`config.mk`:
```
export PLATFORM = sky130hd
export DESIGN_NAME = roast_profile_sequencer_flat
export DESIGN_NICKNAME = d
export VERILOG_FILES = /design/src/design/rps_pkg.sv /design/src/design/rps_if.sv /design/src/design/rps_profile_mem.sv /design/src/design/rps_setpoint.sv /design/src/design/roast_profile_sequencer.sv /design/src/flat_wrapper.sv
export SDC_FILE = /design/constraint.sdc
export NUM_CORES = 1
export LEC_CHECK = 0
export BUFFER_PORTS_ARGS = -buffer_cell sky130_fd_sc_hd__buf_4
export CELL_PAD_IN_SITES_DETAIL_PLACEMENT = 1
export CELL_PAD_IN_SITES_GLOBAL_PLACEMENT = 1
export CORE_ASPECT_RATIO = 0.9
export CORE_MARGIN = 3
export CORE_UTILIZATION = 51
export DETAILED_ROUTE_END_ITERATION = 16
export GPL_ROUTABILITY_DRIVEN = 0
export PLACE_DENSITY_LB_ADDON = 0.1
export SKIP_CTS_REPAIR_TIMING = 1
export SLEW_MARGIN = 25
export SYNTH_ARGS = -nofsm -noshare
export SYNTH_HDL_FRONTEND = slang
export SYNTH_SLANG_ARGS = --single-unit
```
`constraint.sdc`:
```
create_clock -name clk_i -period 14.5 [get_ports clk_i]
set_input_delay 1.45 -clock clk_i [delete_from_list [all_inputs] [get_ports clk_i]]
set_output_delay 1.45 -clock clk_i [all_outputs]
set_load 0.03 [all_outputs]
```
`src/design/rps_pkg.sv`:
```
// rps_pkg: shared constants, codes and types of the roast profile sequencer
// no dependencies; used by every other file of the block

package rps_pkg;

  // field widths that do not follow from a parameter
  localparam int OP_BITS      = 2;
  localparam int PIDX_BITS    = 4;
  localparam int PT_ADDR_BITS = 5;
  localparam int SECS_BITS    = 10;
  localparam int SEC_BITS     = 6;
  localparam int STAGE_BITS   = 4;
  localparam int FAN_BITS     = 8;
  localparam int MIN_BITS     = 4;
  localparam int PHASE_BITS   = 2;
  localparam int CFG_IDX_BITS = 8;

  // timing constants
  localparam int SEC_PER_MIN  = 60;
  localparam int HALF_MIN     = 30;

  // reset values
  localparam int RESET_TEMP          = 100;
  localparam int RESET_COOL_THRESH   = 200;
  localparam int RESET_ROAST_MINUTES = 11;
  localparam int RESET_FAN_START     = 165;
  localparam int RESET_FAN_FLOOR     = 146;

  // operation codes
  typedef enum logic [OP_BITS-1:0] {
    OP_SAMPLE = 2'd0,
    OP_TICK   = 2'd1,
    OP_START  = 2'd2,
    OP_WRITE  = 2'd3
  } op_e;

  // phase state codes
  localparam logic [PHASE_BITS-1:0] PH_MENU  = 2'd0;
  localparam logic [PHASE_BITS-1:0] PH_ROAST = 2'd1;
  localparam logic [PHASE_BITS-1:0] PH_COOL  = 2'd2;

  // configuration register indexes
  localparam logic [CFG_IDX_BITS-1:0] CFG_COOL_THRESHOLD = 8'd0;
  localparam logic [CFG_IDX_BITS-1:0] CFG_ROAST_MINUTES  = 8'd1;
  localparam logic [CFG_IDX_BITS-1:0] CFG_FAN_START      = 8'd2;
  localparam logic [CFG_IDX_BITS-1:0] CFG_FAN_FLOOR      = 8'd3;

  // profile store write request
  typedef struct packed {
    logic                    en;
    logic [PT_ADDR_BITS-1:0] addr;
  } mem_wr_t;

  // default profile, quarter degrees; points past the twelfth are zero
  function automatic logic [15:0] default_point(input logic [5:0] idx);
    logic [15:0] val;
    unique case (idx)
      6'd0:    val = 16'd100;
      6'd1:    val = 16'd232;
      6'd2:    val = 16'd348;
      6'd3:    val = 16'd452;
      6'd4:    val = 16'd544;
      6'd5:    val = 16'd620;
      6'd6:    val = 16'd684;
      6'd7:    val = 16'd736;
      6'd8:    val = 16'd772;
      6'd9:    val = 16'd796;
      6'd10:   val = 16'd816;
      6'd11:   val = 16'd818;
      default: val = 16'd0;
    endcase
    return val;
  endfunction

endpackage

```
`src/design/rps_if.sv`:
```
// rps_if: valid/ready channels of the roast profile sequencer
// uses rps_pkg for field widths

interface rps_in_if #(
  parameter int TEMP_BITS = 12
);
  logic                           valid;
  logic                           ready;
  logic [rps_pkg::OP_BITS-1:0]    op;
  logic [TEMP_BITS-1:0]           temp_a;
  logic                           temp_a_ok;
  logic [TEMP_BITS-1:0]           temp_b;
  logic                           temp_b_ok;
  logic [rps_pkg::PIDX_BITS-1:0]  point_index;
  logic [TEMP_BITS-1:0]           point_value;

  modport source (
    output valid, op, temp_a, temp_a_ok, temp_b, temp_b_ok, point_index, point_value,
    input  ready
  );
  modport sink (
    input  valid, op, temp_a, temp_a_ok, temp_b, temp_b_ok, point_index, point_value,
    output ready
  );
endinterface

interface rps_out_if #(
  parameter int TEMP_BITS = 12
);
  logic                            valid;
  logic                            ready;
  logic [rps_pkg::PHASE_BITS-1:0]  phase;
  logic [TEMP_BITS-1:0]            target_temp;
  logic [TEMP_BITS-1:0]            mean_temp;
  logic                            sample_taken;
  logic [rps_pkg::FAN_BITS-1:0]    fan_level;
  logic                            heat_enable;
  logic [rps_pkg::SECS_BITS-1:0]   elapsed_seconds;
  logic [rps_pkg::STAGE_BITS-1:0]  stage_index;

  modport source (
    output valid, phase, target_temp, mean_temp, sample_taken, fan_level, heat_enable,
           elapsed_seconds, stage_index,
    input  ready
  );
  modport sink (
    input  valid, phase, target_temp, mean_temp, sample_taken, fan_level, heat_enable,
           elapsed_seconds, stage_index,
    output ready
  );
endinterface

interface rps_cfg_if #(
  parameter int TEMP_BITS = 12
);
  logic                              valid;
  logic                              ready;
  logic [rps_pkg::CFG_IDX_BITS-1:0]  index;
  logic [TEMP_BITS-1:0]              data;

  modport source (
    output valid, index, data,
    input  ready
  );
  modport sink (
    input  valid, index, data,
    output ready
  );
endinterface

```
`src/design/rps_profile_mem.sv`:
```
// rps_profile_mem: profile point store, one write port, two registered read ports
// entries not yet written read as the default profile; uses rps_pkg

module rps_profile_mem #(
  parameter int PROFILE_POINTS = 16,
  parameter int TEMP_BITS      = 12
) (
  input  logic                             clk_i,
  input  logic                             rst_ni,
  input  rps_pkg::mem_wr_t                 wr_i,
  input  logic [TEMP_BITS-1:0]             wdata_i,
  input  logic [rps_pkg::PT_ADDR_BITS-1:0] raddr_i [2],
  output logic [TEMP_BITS-1:0]             rdata_o [2]
);

  localparam int AW = (PROFILE_POINTS > 1) ? $clog2(PROFILE_POINTS) : 1;
  localparam int XW = (AW > rps_pkg::PT_ADDR_BITS) ? AW : rps_pkg::PT_ADDR_BITS;

  logic [TEMP_BITS-1:0]      mem_q [PROFILE_POINTS];
  logic [PROFILE_POINTS-1:0] vld_q;
  logic [XW-1:0]             wx;
  logic [AW-1:0]             widx;
  logic                      wen;

  assign wx   = XW'(wr_i.addr);
  assign widx = wx[AW-1:0];
  assign wen  = wr_i.en && (int'(wr_i.addr) < PROFILE_POINTS);

  always_ff @(posedge clk_i) begin
    if (wen) begin
      mem_q[widx] <= wdata_i;
    end
  end

  always_ff @(posedge clk_i or negedge rst_ni) begin
    if (!rst_ni) begin
      vld_q <= '0;
    end else if (wen) begin
      vld_q[widx] <= 1'b1;
    end
  end

  for (genvar g = 0; g < 2; g++) begin : g_rd
    logic [XW-1:0]        rx;
    logic [AW-1:0]        ridx;
    logic                 rin;
    logic                 byp;
    logic [TEMP_BITS-1:0] mem_rd_q;
    logic [TEMP_BITS-1:0] alt_q;
    logic                 use_mem_q;

    assign rx   = XW'(raddr_i[g]);
    assign ridx = rx[AW-1:0];
    assign rin  = int'(raddr_i[g]) < PROFILE_POINTS;
    // write-first: a read of the entry written at the same edge sees the new data
    assign byp  = wen && (widx == ridx) && rin;

    always_ff @(posedge clk_i) begin
      mem_rd_q <= mem_q[ridx];
      if (byp) begin
        alt_q <= wdata_i;
      end else if (rin) begin
        alt_q <= TEMP_BITS'(rps_pkg::default_point(6'(ridx)));
      end else begin
        alt_q <= '0;
      end
    end

    always_ff @(posedge clk_i or negedge rst_ni) begin
      if (!rst_ni) begin
        use_mem_q <= 1'b0;
      end else begin
        use_mem_q <= rin && vld_q[ridx] && !byp;
      end
    end

    assign rdata_o[g] = use_mem_q ? mem_rd_q : alt_q;
  end

endmodule

```
`src/design/rps_setpoint.sv`:
```
// rps_setpoint: linear interpolation between two profile points by seconds in the minute
// truncates towards zero; uses rps_pkg for the timing constants

module rps_setpoint #(
  parameter int TEMP_BITS = 12
) (
  input  logic [TEMP_BITS-1:0]         lo_i,
  input  logic [TEMP_BITS-1:0]         hi_i,
  input  logic [rps_pkg::SEC_BITS-1:0] sec_i,
  output logic [TEMP_BITS-1:0]         setpoint_o
);

  // ceil(sec * 2^KW / 60): exact floor of mag*sec/60 for any mag below 2^TEMP_BITS
  localparam int KW = TEMP_BITS + rps_pkg::SEC_BITS;
  localparam int PW = TEMP_BITS + KW;
  localparam int TabLen = 2 ** rps_pkg::SEC_BITS;

  logic [KW-1:0]        ktab [TabLen];
  logic                 neg;
  logic [TEMP_BITS-1:0] mag;
  logic [PW-1:0]        prod;
  logic [TEMP_BITS-1:0] quot;

  for (genvar g = 0; g < TabLen; g++) begin : g_ktab
    localparam longint KVal = (g < rps_pkg::SEC_PER_MIN) ?
      ((longint'(g) << KW) + rps_pkg::SEC_PER_MIN - 1) / rps_pkg::SEC_PER_MIN : 0;
    assign ktab[g] = KW'(KVal);
  end

  assign neg        = hi_i < lo_i;
  assign mag        = neg ? (lo_i - hi_i) : (hi_i - lo_i);
  assign prod       = PW'(mag) * PW'(ktab[sec_i]);
  assign quot       = prod[PW-1:KW];
  assign setpoint_o = neg ? (lo_i - quot) : (lo_i + quot);

endmodule

```
`src/design/roast_profile_sequencer.sv`:
```
// roast_profile_sequencer: top level, input stage, phase control and result register
// uses rps_pkg, rps_if, rps_profile_mem and rps_setpoint

// Roast sequencer in quarter degrees Celsius. Each input transfer carries one
// operation: a two-sensor sample, a one-second tick, a roast start or a write of
// one profile point; each gives exactly one result transfer holding phase,
// setpoint, mean temperature, fan level, heater enable, elapsed time and stage.
// One operation is taken per clock while the result register is free or
// drains: the operation is held in an input register, worked through in
// combinational logic whose longest path is one TEMP_BITS x (TEMP_BITS+6)
// multiply in the setpoint interpolation, and lands in the result register,
// from which the result is offered.
// A new input transfer is taken while a result still waits, as long as the
// input register is free or moves on in that cycle. The profile store is a
// small memory with registered reads; the two points around the current stage
// are fetched ahead, addressed from the next state. It needs no clearing pass:
// per-entry valid bits make unwritten points read as the default profile.
// Configuration writes are taken at any time (ready is always high) and should
// only be made while no operation is outstanding.

module roast_profile_sequencer #(
  parameter int PROFILE_POINTS = 16,
  parameter int TEMP_BITS      = 12
) (
  input  logic      clk_i,
  input  logic      rst_ni,
  rps_cfg_if.sink   cfg_i,
  rps_in_if.sink    in_i,
  rps_out_if.source out_o
);

  localparam int T = TEMP_BITS;

  // configuration registers
  logic [T-1:0]                   cool_thresh_q;
  logic [rps_pkg::MIN_BITS-1:0]   roast_minutes_q;
  logic [rps_pkg::FAN_BITS-1:0]   fan_start_q;
  logic [rps_pkg::FAN_BITS-1:0]   fan_floor_q;

  // input register
  logic                           in_vld_q;
  rps_pkg::op_e                   in_op_q;
  logic [T-1:0]                   in_ta_q;
  logic                           in_aok_q;
  logic [T-1:0]                   in_tb_q;
  logic                           in_bok_q;
  logic [rps_pkg::PIDX_BITS-1:0]  in_pidx_q;
  logic [T-1:0]                   in_pval_q;

  // sequencer state
  logic [rps_pkg::PHASE_BITS-1:0] phase_q, phase_d;
  logic [rps_pkg::SECS_BITS-1:0]  secs_q, secs_d;
  logic [rps_pkg::SEC_BITS-1:0]   sec_q, sec_d;
  logic [rps_pkg::STAGE_BITS-1:0] stage_q, stage_d;
  logic [rps_pkg::FAN_BITS-1:0]   fan_q, fan_d;
  logic [T-1:0]                   avg_q, avg_d;
  logic [T-1:0]                   setp_q, setp_d;

  // result register
  logic                           out_vld_q;
  logic [rps_pkg::PHASE_BITS-1:0] out_phase_q;
  logic [T-1:0]                   out_target_q;
  logic [T-1:0]                   out_mean_q;
  logic                           out_taken_q;
  logic [rps_pkg::FAN_BITS-1:0]   out_fan_q;
  logic                           out_heat_q;
  logic [rps_pkg::SECS_BITS-1:0]  out_secs_q;
  logic [rps_pkg::STAGE_BITS-1:0] out_stage_q;

  logic                           fire;
  logic                           taken;
  logic [T-1:0]                   s_one;
  logic [T-1:0]                   s_two;
  logic [T:0]                     s_sum;
  logic [rps_pkg::SEC_BITS-1:0]   sec_inc;
  logic [rps_pkg::SECS_BITS-1:0]  half_secs;
  logic [rps_pkg::SECS_BITS-1:0]  full_secs;
  logic [rps_pkg::STAGE_BITS-1:0] stage_rd;
  logic [T-1:0]                   interp;
  rps_pkg::mem_wr_t               wr_req;
  rps_pkg::mem_wr_t               mem_wr;
  logic [T-1:0]                   mem_wdata;
  logic [rps_pkg::PT_ADDR_BITS-1:0] raddr [2];
  logic [T-1:0]                   rdata [2];

  // ---------------------------------------------------------------------------
  // handshakes: the work step fires when the result register is free or drains
  // ---------------------------------------------------------------------------
  assign fire        = in_vld_q && (!out_vld_q || out_o.ready);
  assign in_i.ready  = !in_vld_q || fire;
  assign cfg_i.ready = 1'b1;

  always_ff @(posedge clk_i or negedge rst_ni) begin
    if (!rst_ni) begin
      in_vld_q <= 1'b0;
    end else if (in_i.ready) begin
      in_vld_q <= in_i.valid;
    end
  end

  always_ff @(posedge clk_i) begin
    if (in_i.valid && in_i.ready) begin
      in_op_q   <= rps_pkg::op_e'(in_i.op);
      in_ta_q   <= in_i.temp_a;
      in_aok_q  <= in_i.temp_a_ok;
      in_tb_q   <= in_i.temp_b;
      in_bok_q  <= in_i.temp_b_ok;
      in_pidx_q <= in_i.point_index;
      in_pval_q <= in_i.point_value;
    end
  end

  // ---------------------------------------------------------------------------
  // configuration registers, unknown indexes are dropped
  // ---------------------------------------------------------------------------
  always_ff @(posedge clk_i or negedge rst_ni) begin
    if (!rst_ni) begin
      cool_thresh_q   <= T'(rps_pkg::RESET_COOL_THRESH);
      roast_minutes_q <= rps_pkg::MIN_BITS'(rps_pkg::RESET_ROAST_MINUTES);
      fan_start_q     <= rps_pkg::FAN_BITS'(rps_pkg::RESET_FAN_START);
      fan_floor_q     <= rps_pkg::FAN_BITS'(rps_pkg::RESET_FAN_FLOOR);
    end else if (cfg_i.valid) begin
      unique case (cfg_i.index)
        rps_pkg::CFG_COOL_THRESHOLD: cool_thresh_q   <= cfg_i.data;
        rps_pkg::CFG_ROAST_MINUTES:  roast_minutes_q <= cfg_i.data[rps_pkg::MIN_BITS-1:0];
        rps_pkg::CFG_FAN_START:      fan_start_q     <= cfg_i.data[rps_pkg::FAN_BITS-1:0];
        rps_pkg::CFG_FAN_FLOOR:      fan_floor_q     <= cfg_i.data[rps_pkg::FAN_BITS-1:0];
        default: ;
      endcase
    end
  end

  // ---------------------------------------------------------------------------
  // profile store: reads are addressed from the state of the next cycle
  // port 0 gives point[stage], port 1 point[stage+1]
  // ---------------------------------------------------------------------------
  assign stage_rd = fire ? stage_d : stage_q;
  assign raddr[0] = rps_pkg::PT_ADDR_BITS'(stage_rd);
  assign raddr[1] = rps_pkg::PT_ADDR_BITS'(stage_rd) + rps_pkg::PT_ADDR_BITS'(1);

  assign mem_wr.en   = wr_req.en && fire;
  assign mem_wr.addr = wr_req.addr;

  rps_profile_mem #(
    .PROFILE_POINTS (PROFILE_POINTS),
    .TEMP_BITS      (TEMP_BITS)
  ) u_profile_mem (
    .clk_i   (clk_i),
    .rst_ni  (rst_ni),
    .wr_i    (mem_wr),
    .wdata_i (mem_wdata),
    .raddr_i (raddr),
    .rdata_o (rdata)
  );

  // seconds into the stage after this tick, when it does not close the minute
  assign sec_inc = sec_q + rps_pkg::SEC_BITS'(1);

  rps_setpoint #(
    .TEMP_BITS (TEMP_BITS)
  ) u_setpoint (
    .lo_i       (rdata[0]),
    .hi_i       (rdata[1]),
    .sec_i      (sec_inc),
    .setpoint_o (interp)
  );

  assign half_secs = rps_pkg::SECS_BITS'(roast_minutes_q)
                   * rps_pkg::SECS_BITS'(rps_pkg::HALF_MIN);
  assign full_secs = rps_pkg::SECS_BITS'(roast_minutes_q)
                   * rps_pkg::SECS_BITS'(rps_pkg::SEC_PER_MIN);

  // ---------------------------------------------------------------------------
  // one operation: sample, then phase logic, then start or point write
  // ---------------------------------------------------------------------------
  always_comb begin
    // sensor fusion: an open sensor takes the other reading
    taken = (in_op_q == rps_pkg::OP_SAMPLE) && (in_aok_q || in_bok_q);
    s_one = in_aok_q ? in_ta_q : in_tb_q;
    s_two = in_bok_q ? in_tb_q : in_ta_q;
    s_sum = {1'b0, s_one} + {1'b0, s_two};
    avg_d = taken ? s_sum[T:1] : avg_q;

    phase_d     = phase_q;
    secs_d      = secs_q;
    sec_d       = sec_q;
    stage_d     = stage_q;
    fan_d       = fan_q;
    setp_d      = setp_q;
    wr_req.en   = 1'b0;
    wr_req.addr = '0;
    mem_wdata   = in_pval_q;

    unique case (phase_q)
      rps_pkg::PH_ROAST: begin
        if (in_op_q == rps_pkg::OP_TICK) begin
          secs_d = secs_q + rps_pkg::SECS_BITS'(1);
          if (sec_q == rps_pkg::SEC_BITS'(rps_pkg::SEC_PER_MIN - 1)) begin
            // minute closes: next stage, setpoint sits on its first point
            sec_d   = '0;
            stage_d = stage_q + rps_pkg::STAGE_BITS'(1);
            setp_d  = rdata[1];
          end else begin
            sec_d  = sec_inc;
            setp_d = interp;
          end
          // second half: fan steps down one level a tick to its floor
          if ((secs_d >= half_secs) && (fan_q > fan_floor_q)) begin
            fan_d = fan_q - rps_pkg::FAN_BITS'(1);
          end
        end
        if (secs_d >= full_secs) begin
          phase_d = rps_pkg::PH_COOL;
        end
      end
      rps_pkg::PH_COOL: begin
        if (avg_d <= cool_thresh_q) begin
          phase_d = rps_pkg::PH_MENU;
        end
      end
      default: ;
    endcase

    // start and profile writes only act in the menu, also right after cooling ends
    if (phase_d == rps_pkg::PH_MENU) begin
      if (in_op_q == rps_pkg::OP_START) begin
        wr_req.en   = 1'b1;
        wr_req.addr = '0;
        mem_wdata   = avg_d;
        setp_d      = avg_d;
        stage_d     = '0;
        secs_d      = '0;
        sec_d       = '0;
        fan_d       = fan_start_q;
        phase_d     = rps_pkg::PH_ROAST;
      end else if (in_op_q == rps_pkg::OP_WRITE) begin
        wr_req.en   = 1'b1;
        wr_req.addr = rps_pkg::PT_ADDR_BITS'(in_pidx_q);
      end
    end
  end

  // ---------------------------------------------------------------------------
  // state update
  // ---------------------------------------------------------------------------
  always_ff @(posedge clk_i or negedge rst_ni) begin
    if (!rst_ni) begin
      phase_q <= rps_pkg::PH_MENU;
      secs_q  <= '0;
      sec_q   <= '0;
      stage_q <= '0;
      fan_q   <= '0;
      avg_q   <= T'(rps_pkg::RESET_TEMP);
      setp_q  <= T'(rps_pkg::RESET_TEMP);
    end else if (fire) begin
      phase_q <= phase_d;
      secs_q  <= secs_d;
      sec_q   <= sec_d;
      stage_q <= stage_d;
      fan_q   <= fan_d;
      avg_q   <= avg_d;
      setp_q  <= setp_d;
    end
  end

  // ---------------------------------------------------------------------------
  // result register
  // ---------------------------------------------------------------------------
  always_ff @(posedge clk_i or negedge rst_ni) begin
    if (!rst_ni) begin
      out_vld_q <= 1'b0;
    end else if (fire) begin
      out_vld_q <= 1'b1;
    end else if (out_o.ready) begin
      out_vld_q <= 1'b0;
    end
  end

  always_ff @(posedge clk_i) begin
    if (fire) begin
      out_phase_q  <= phase_d;
      out_target_q <= setp_d;
      out_mean_q   <= avg_d;
      out_taken_q  <= taken;
      out_fan_q    <= (phase_d == rps_pkg::PH_MENU) ? '0 : fan_d;
      out_heat_q   <= (phase_d == rps_pkg::PH_ROAST);
      out_secs_q   <= secs_d;
      out_stage_q  <= stage_d;
    end
  end

  assign out_o.valid           = out_vld_q;
  assign out_o.phase           = out_phase_q;
  assign out_o.target_temp     = out_target_q;
  assign out_o.mean_temp       = out_mean_q;
  assign out_o.sample_taken    = out_taken_q;
  assign out_o.fan_level       = out_fan_q;
  assign out_o.heat_enable     = out_heat_q;
  assign out_o.elapsed_seconds = out_secs_q;
  assign out_o.stage_index     = out_stage_q;

endmodule

```
`src/flat_wrapper.sv`:
```
// flat-port wrapper written by rule: the top's interface ports become plain ports
module roast_profile_sequencer_flat 
#(
  parameter int PROFILE_POINTS = 16,
  parameter int TEMP_BITS      = 12
)
  (clk_i, rst_ni, cfg_i_valid, cfg_i_index, cfg_i_data, cfg_i_ready, in_i_valid, in_i_op, in_i_temp_a, in_i_temp_a_ok, in_i_temp_b, in_i_temp_b_ok, in_i_point_index, in_i_point_value, in_i_ready, out_o_valid, out_o_phase, out_o_target_temp, out_o_mean_temp, out_o_sample_taken, out_o_fan_level, out_o_heat_enable, out_o_elapsed_seconds, out_o_stage_index, out_o_ready);
  rps_cfg_if #(.TEMP_BITS(TEMP_BITS)) cfg_i_i ();
  rps_in_if #(.TEMP_BITS(TEMP_BITS)) in_i_i ();
  rps_out_if #(.TEMP_BITS(TEMP_BITS)) out_o_i ();
  input  logic clk_i;
  input  logic rst_ni;
  input wire logic [$bits(cfg_i_i.valid)-1:0] cfg_i_valid;
  input wire logic [$bits(cfg_i_i.index)-1:0] cfg_i_index;
  input wire logic [$bits(cfg_i_i.data)-1:0] cfg_i_data;
  output wire logic [$bits(cfg_i_i.ready)-1:0] cfg_i_ready;
  input wire logic [$bits(in_i_i.valid)-1:0] in_i_valid;
  input wire logic [$bits(in_i_i.op)-1:0] in_i_op;
  input wire logic [$bits(in_i_i.temp_a)-1:0] in_i_temp_a;
  input wire logic [$bits(in_i_i.temp_a_ok)-1:0] in_i_temp_a_ok;
  input wire logic [$bits(in_i_i.temp_b)-1:0] in_i_temp_b;
  input wire logic [$bits(in_i_i.temp_b_ok)-1:0] in_i_temp_b_ok;
  input wire logic [$bits(in_i_i.point_index)-1:0] in_i_point_index;
  input wire logic [$bits(in_i_i.point_value)-1:0] in_i_point_value;
  output wire logic [$bits(in_i_i.ready)-1:0] in_i_ready;
  output wire logic [$bits(out_o_i.valid)-1:0] out_o_valid;
  output wire logic [$bits(out_o_i.phase)-1:0] out_o_phase;
  output wire logic [$bits(out_o_i.target_temp)-1:0] out_o_target_temp;
  output wire logic [$bits(out_o_i.mean_temp)-1:0] out_o_mean_temp;
  output wire logic [$bits(out_o_i.sample_taken)-1:0] out_o_sample_taken;
  output wire logic [$bits(out_o_i.fan_level)-1:0] out_o_fan_level;
  output wire logic [$bits(out_o_i.heat_enable)-1:0] out_o_heat_enable;
  output wire logic [$bits(out_o_i.elapsed_seconds)-1:0] out_o_elapsed_seconds;
  output wire logic [$bits(out_o_i.stage_index)-1:0] out_o_stage_index;
  input wire logic [$bits(out_o_i.ready)-1:0] out_o_ready;
  assign cfg_i_i.valid = cfg_i_valid;
  assign cfg_i_i.index = cfg_i_index;
  assign cfg_i_i.data = cfg_i_data;
  assign cfg_i_ready = cfg_i_i.ready;
  assign in_i_i.valid = in_i_valid;
  assign in_i_i.op = in_i_op;
  assign in_i_i.temp_a = in_i_temp_a;
  assign in_i_i.temp_a_ok = in_i_temp_a_ok;
  assign in_i_i.temp_b = in_i_temp_b;
  assign in_i_i.temp_b_ok = in_i_temp_b_ok;
  assign in_i_i.point_index = in_i_point_index;
  assign in_i_i.point_value = in_i_point_value;
  assign in_i_ready = in_i_i.ready;
  assign out_o_valid = out_o_i.valid;
  assign out_o_phase = out_o_i.phase;
  assign out_o_target_temp = out_o_i.target_temp;
  assign out_o_mean_temp = out_o_i.mean_temp;
  assign out_o_sample_taken = out_o_i.sample_taken;
  assign out_o_fan_level = out_o_i.fan_level;
  assign out_o_heat_enable = out_o_i.heat_enable;
  assign out_o_elapsed_seconds = out_o_i.elapsed_seconds;
  assign out_o_stage_index = out_o_i.stage_index;
  assign out_o_i.ready = out_o_ready;
  roast_profile_sequencer #(.PROFILE_POINTS(PROFILE_POINTS), .TEMP_BITS(TEMP_BITS)) u_core (.clk_i(clk_i), .rst_ni(rst_ni), .cfg_i(cfg_i_i), .in_i(in_i_i), .out_o(out_o_i));
endmodule
```
==> Word level (Yosys, flattened, before mapping) <==
Memory sizes are Yosys's and may differ from the RTL's. A register that Yosys moved wholly into a read port is not among the register bits.
Cells that the tools add are included.
{ "word_totals": {"reg_bits": 224, "mem_bits_rw": 192, "mem_bits_ro": 1440, "input_bits": 69, "output_inout_bits": 53, "word_cells": 167, "mem_count": 4} }
{ "op_classes": {"addsub": 10, "multipliers": 3, "n_lt_le_gt_ge": 13, "n_eq_ne": 12, "mux": 59, "bitwise_logic": 2, "n_reduce_logical": 31} }
{ "memory_table": {"columns": ["name", "depth", "width", "rd", "rd_clocked_by_memory_dff", "write_ports", "line_no", "rtl"], "rows": [
  ["(name not given)", 64, 18, 1, 0, 0, "rps_setpoint.sv:32", "assign prod = PW'(mag) * PW'(ktab[sec_i]);"],
  ["u_core.u_profile_mem.mem_q", 16, 12, 2, 2, 1, "rps_profile_mem.sv:19", "logic [TEMP_BITS-1:0] mem_q [PROFILE_POINTS];"],
  ["(name not given)", 16, 9, 1, 0, 0, "rps_pkg.sv:57", "unique case (idx)"],
  ["(name not given)", 16, 9, 1, 0, 0, "rps_pkg.sv:57", null]
]} }
{ "op_table": {"columns": ["operator", "n"], "rows": [
  ["12-bit two-way mux", 18],
  ["10-bit two-way mux", 5],
  ["6-bit two-way mux", 8],
  ["8-bit two-way mux", 5],
  ["18-bit two-way mux", 2],
  ["12-bit subtractor", 3],
  ["12-bit by 18-bit multiplier with 30-bit output", 1],
  ["4-bit two-way mux", 6],
  ["4-bit by 5-bit < comparator with 1-bit output, second input constant", 4],
  ["8-bit by 2-bit equality test with 1-bit output, second input constant", 2],
  ["4-bit by 4-bit multiplier with 8-bit output, second input constant", 2],
  ["16-bit OR", 1],
  ["1-bit logical AND", 15],
  ["12-bit by 12-bit adder with 13-bit output", 1],
  ["12-bit adder", 1],
  ["12-bit less-or-equal comparator", 1],
  ["12-bit < comparator", 1],
  ["10-bit by 1-bit adder with 10-bit output, second input constant", 1],
  ["10-bit greater-or-equal comparator", 1],
  ["10-bit by 9-bit greater-or-equal comparator with 1-bit output", 1],
  ["5-bit < comparator, second input constant", 2],
  ["1-bit binary-select mux with 4-bit select", 2],
  ["4-bit equality test", 2],
  ["8-bit by 1-bit equality test with 1-bit output, second input constant", 1],
  ["21 further kinds", 44]
]} }

==> Longest topological paths before layout <==
{ "depth": {"depth_word": 15, "ltp_mapped": 53, "mapped_depth_nobuf": 51} }

==> Modules after synthesis <==
A second synthesis with hierarchy kept.
{ "hier_totals": {"cells_unflattened": 2747, "hier_area_um2": 30615.6} }
{ "modules_own_cells": {"columns": ["module", "n_inst", "cells_each", "area_each_um2", "seq_area_each_um2"], "rows": [
  ["rps_profile_mem", 1, 725, 11933.9, 7176.9],
  ["roast_profile_sequencer", 1, 960, 10201.0, 5048.6],
  ["rps_setpoint", 1, 1062, 8480.6, 0.0]
]} }

==> Worst setup path after synthesis <==
Ideal clock, no wire load.
{ "synth_timing": {"path_kind": "register to register", "startpoint": "reg u_core.u_profile_mem.g_rd[1].use_mem_q", "endpoint": "reg u_core.setp_q[11]", "setup_ns": 0.128, "arrival_ns": 11.196, "t_required_ns": 14.372, "slack_ns": 3.177, "stages_incl_launch_ff": 54, "n_path_buf": 3, "synth_period_minus_slack_ns": 11.323, "path_cell_list": "dfrtp_1 -> buf_1 -> mux2i_1 -> ha_1 -> inv_1 -> fa_1 -> a211oi_1 -> o21ai_1 -> o211ai_1 -> nand2_1 -> mux2i_1 -> a21oi_1 -> o21ai_0 -> a21boi_0 -> o21ai_0 -> a31oi_1 -> o21a_1 -> clkbuf_1 -> [... 18 more ...] -> xnor2_1 -> inv_1 -> ha_1 -> nand2_1 -> o21ai_0 -> ha_1 -> a211o_1 -> a21oi_1 -> o21ai_0 -> a21o_1 -> a21o_1 -> nand2_1 -> a21oi_1 -> xnor2_1 -> xnor2_1 -> xnor2_1 -> o21ai_2 -> mux2_1"} }
{ "synth_between": {"elab_chain_cells": 11, "elab_cells_between_ends": 14, "classes_between": "add/sub: 4; mul: 1; order compare: 1; mux: 8"} }
{ "synth_lines": {"columns": ["element", "line_no", "rtl"], "rows": [
  ["start, declared", "rps_profile_mem.sv:50", "logic use_mem_q;"],
  ["start signal, assigned", "rps_profile_mem.sv:73", "use_mem_q <= rin && vld_q[ridx] && !byp;"],
  ["12-bit two-way mux (*)", "rps_profile_mem.sv:77", "assign rdata_o[g] = use_mem_q ? mem_rd_q : alt_q;"],
  ["12-bit subtractor or 12-bit < comparator (tied branches)", "rps_setpoint.sv:31, rps_setpoint.sv:30", null],
  ["12-bit two-way mux", "rps_setpoint.sv:31", "assign mag = neg ? (lo_i - hi_i) : (hi_i - lo_i);"],
  ["12-bit by 18-bit multiplier with 30-bit output", "rps_setpoint.sv:32", null],
  ["12-bit adder or 12-bit subtractor (tied branches)", "rps_setpoint.sv:34", "assign setpoint_o = neg ? (lo_i - quot) : (lo_i + quot);"],
  ["12-bit two-way mux", "rps_setpoint.sv:34", null],
  ["12-bit two-way mux (*)", "roast_profile_sequencer.sv:198", "if (sec_q == rps_pkg::SEC_BITS'(rps_pkg::SEC_PER_MIN - 1)) begin"],
  ["12-bit two-way mux (*)", "roast_profile_sequencer.sv:196", "if (in_op_q == rps_pkg::OP_TICK) begin"],
  ["12-bit two-way mux (*)", "roast_profile_sequencer.sv:194", "unique case (phase_q)"],
  ["12-bit two-way mux", "roast_profile_sequencer.sv:226", "if (in_op_q == rps_pkg::OP_START) begin"],
  ["12-bit two-way mux (*)", "roast_profile_sequencer.sv:225", "if (phase_d == rps_pkg::PH_MENU) begin"],
  ["via u_core.setp_d[11]", "roast_profile_sequencer.sv:57", "logic [T-1:0] setp_q, setp_d;"],
  ["end signal, assigned", "roast_profile_sequencer.sv:254", "setp_q <= T'(rps_pkg::RESET_TEMP);"],
  ["end signal, assigned", "roast_profile_sequencer.sv:262", "setp_q <= setp_d;"],
  ["end, declared", "roast_profile_sequencer.sv:57", null]
]} }
Mark *: on every way through the listed nets, which the timed path passes. The rest lies on a longest branch.
A chain may end at the register's enable or synchronous reset.

==> Worst setup path in the final report <==
Same ends and word-level chain as after synthesis.

==> results.yml <==
final_layout:
  multi_input_area_um2: 17600
  drive_gt1_frac: 0.151
  seqCellArea_um2: 12200
  fin_nets: 3588
  fill_cells: 6556
  postLayoutCoreUtil: 0.577
  area_delta_synth_final_pct: 10.7
sta:
  fin_crit_ns: 13.44
  tightest_slew_ns: 1.16
  rsz0062_at_grt: "false"
  max_freq_mhz: 74.4
  setup_tns_ns: 0
  period_share: 0.927
  holdWs_ns: 0.466
  slew_headroom: 0.227
  finalSetupViolCount: 0
  finalWorstSetupSlack_ns: 1.06
  skew_ns: 0.0742
  report.final.slew_viol_count: 0
  hold_violations: 0
routing:
  num_vias: 25700
  wire_per_inst_um: 26.6
  drcViolationCount: 0
  first_pass_iters: 6
  first_iter_violations: 2714
  vias_per_cell: 6.41
  drt_wl_total_um: 107000
  ant_nets: 0
global_route:
  grt_pass1_vias: 27200
  grt_pass1_wl_um: 164000
  grt_antenna_before_repair: 4
  grt_max_degree: 72
  grt-ovfl-total: 0
  grtUsageTotal: 0.327
floorplanning:
  die_area_um2: 65000
  num_rows: 85
  die_h_um: 242
  start_util: 0.522
  design.core.area_um2: 60600
  io_pins: 122
  die_w_um: 268
logic_synthesis:
  syn_area_per_cell_um2: 10.1
  yosysSeqAreaShare: 0.387
  synth_cell_type_count: 110
  synth_top_cell_by_area: "edfxtp_1"
  synth_top_area_share: 0.272
  syn_nets: 3533
  synth_warnings: 0
  yosysMostFrequentCell: "nand2_1"
  ys_ff_latch: 440
  synth-edff-count: 286
  synth_area_leaders: "edfxtp_1 27%, fa_1 8.9%, ha_1 7.4%, dfrtp_1 6.9%, nand2_1 5.0%"
  syn_inst: 3137
  ys.flop_type: "edfxtp_1"
  syn_area_um2: 31600
  synthArstFlopShare: 0.241
  synthTopCellsByCount: "421 x nand2_1, 325 x inv_1, 286 x edfxtp_1, 187 x ha_1, 181 x nor2_1"
clock_tree:
  htree_levels: 2
  cts_tree: "built"
  clk_transition_reported_paths_ns: 0.07
  clock_sinks: 440
  numCtsBuffers: 47
  cts_root_buffer: "clkbuf_16"
  clk-insertion-delay-late_ns: 0.62
  clockBufferDepth: 3
setup_path:
  startpoint_type: "flop"
  critPathMostFrequentCell: "fa_1"
  slowest_stage: "dfrtp_1"
  crit_path_max_incr_delay_ns: 0.69
  arrival_ns: 13.93
  worstSetupPathType: "flop to flop"
  end_kind: "flop"
  cp_data_required_time_ns: 14.99
  cp_max_fo: 17
place:
  pre_cts_ws_ns: 1.32
  io_buffers: 120
  hpwl_um: 75900
run:
  max_cap_violations: 0
status:
  outcome: "complete, no violations"
min_path:
  min_path_type: "flop to flop"
==> flip-flops by register name, summed over array words and instances (netlist names), 10 cells and up <==
signal	flops
u_core.u_profile_mem.g_rd.mem_rd_q	24
u_core.out_o.elapsed_seconds	10
u_core.setp_q	12
u_core.u_profile_mem.mem_q	192
u_core.cool_thresh_q	12
u_core.out_o.mean_temp	12
u_core.in_pval_q	12
u_core.secs_q	10
u_core.out_o.target_temp	12
u_core.u_profile_mem.g_rd.alt_q	24
u_core.u_profile_mem.vld_q	16
u_core.in_ta_q	12
u_core.in_tb_q	12
u_core.avg_q	12
==> cells in the final DEF (no fill, tap or decap), types with 30 or more instances in the layout <==
cell type and instances:
mux2i_1 43, a21o_1 36, nor3_1 36, a21oi_1 142
edfxtp_1 286, xnor2_1 65, nor2_1 172, nand2_1 420
o21ai_0 134, nand3_1 108, fa_1 140, or2_2 30
inv_1 323, ha_1 186, mux4_2 55, dfxtp_1 48
dfrtp_1 86, buf_4 175, clkbuf_16 48, mux2_2 58
a31oi_1 32
==> path summary, 6_finish.rpt <==
path	from	end	slack [ns]	depth (start not counted)
worst max-delay path	u_core.u_profile_mem.g_rd[1].use_mem_q	u_core.setp_q[11]	1.06	47
worst min-delay path	u_core.avg_q[5]	u_core.avg_q[5]	0.47	2
worst max register to register	u_core.u_profile_mem.g_rd[1].use_mem_q	u_core.setp_q[11]	1.06	47
worst min register to register	u_core.avg_q[5]	u_core.avg_q[5]	0.47	2
max in group asynchronous	rst_ni	u_core.u_profile_mem.g_rd[1].use_mem_q	12.26	2
min in group asynchronous	rst_ni	u_core.fan_floor_q[6]	0.87	1
==> metrics by stage <==
stage          instances  cell area [um2]
2_1_floorplan       3137            31600
6_report            4012            35000
5_1_grt             4011            35000
3_3_place_gp        3920            33300
3_5_place_dp        3925            33400
4_1_cts             4010            34900
==> kinds of logic after synthesis <==
family / count (synthesis) / synth area share
simple gates: 938 / 0.136
compound gates: 672 / 0.150
buf+inv: 506 / 0.0634
flops: 440 / 0.387
fa+ha+maj: 327 / 0.163
mux: 162 / 0.0763
xor+xnor: 91 / 0.0258
other cells: 1 / 0.000119
==> worst max-delay path: cells and delay by family, from the launching register on <==
kind                       cells  cell delay, ns
AOI/OAI and AO/OA             20            4.80
xor gates and xnor gates       3            0.51
adders and majority gates     10            4.50
buffers and inverters          4            0.26
DFF                            1            0.69
muxes                          3            1.04
and+or+nand+nor                7            1.60
==> area by class of cell <==
cell class	count	area share
multi-input combinational	2191	0.502
sequential	440	0.349
timing repair buffer	181	0.0404
clock buffer	59	0.0358
inverter	331	0.0356
tap	783	0.0280
clock inverter	26	0.00858
antenna	1	0.0000715
==> metal layers <==
| layer | GRT usage | part of all wire |
|---|---|---|
| met5 | 0 | 0 |
| met2 | 0.531 | 0.47 |
| met3 | 0.0505 | 0.072 |
| met1 | 0.434 | 0.41 |
| met4 | 0.146 | 0.048 |
Power is not shown: default switching activity piles up to over one toggle a cycle in this logic, so the estimate is an artifact.
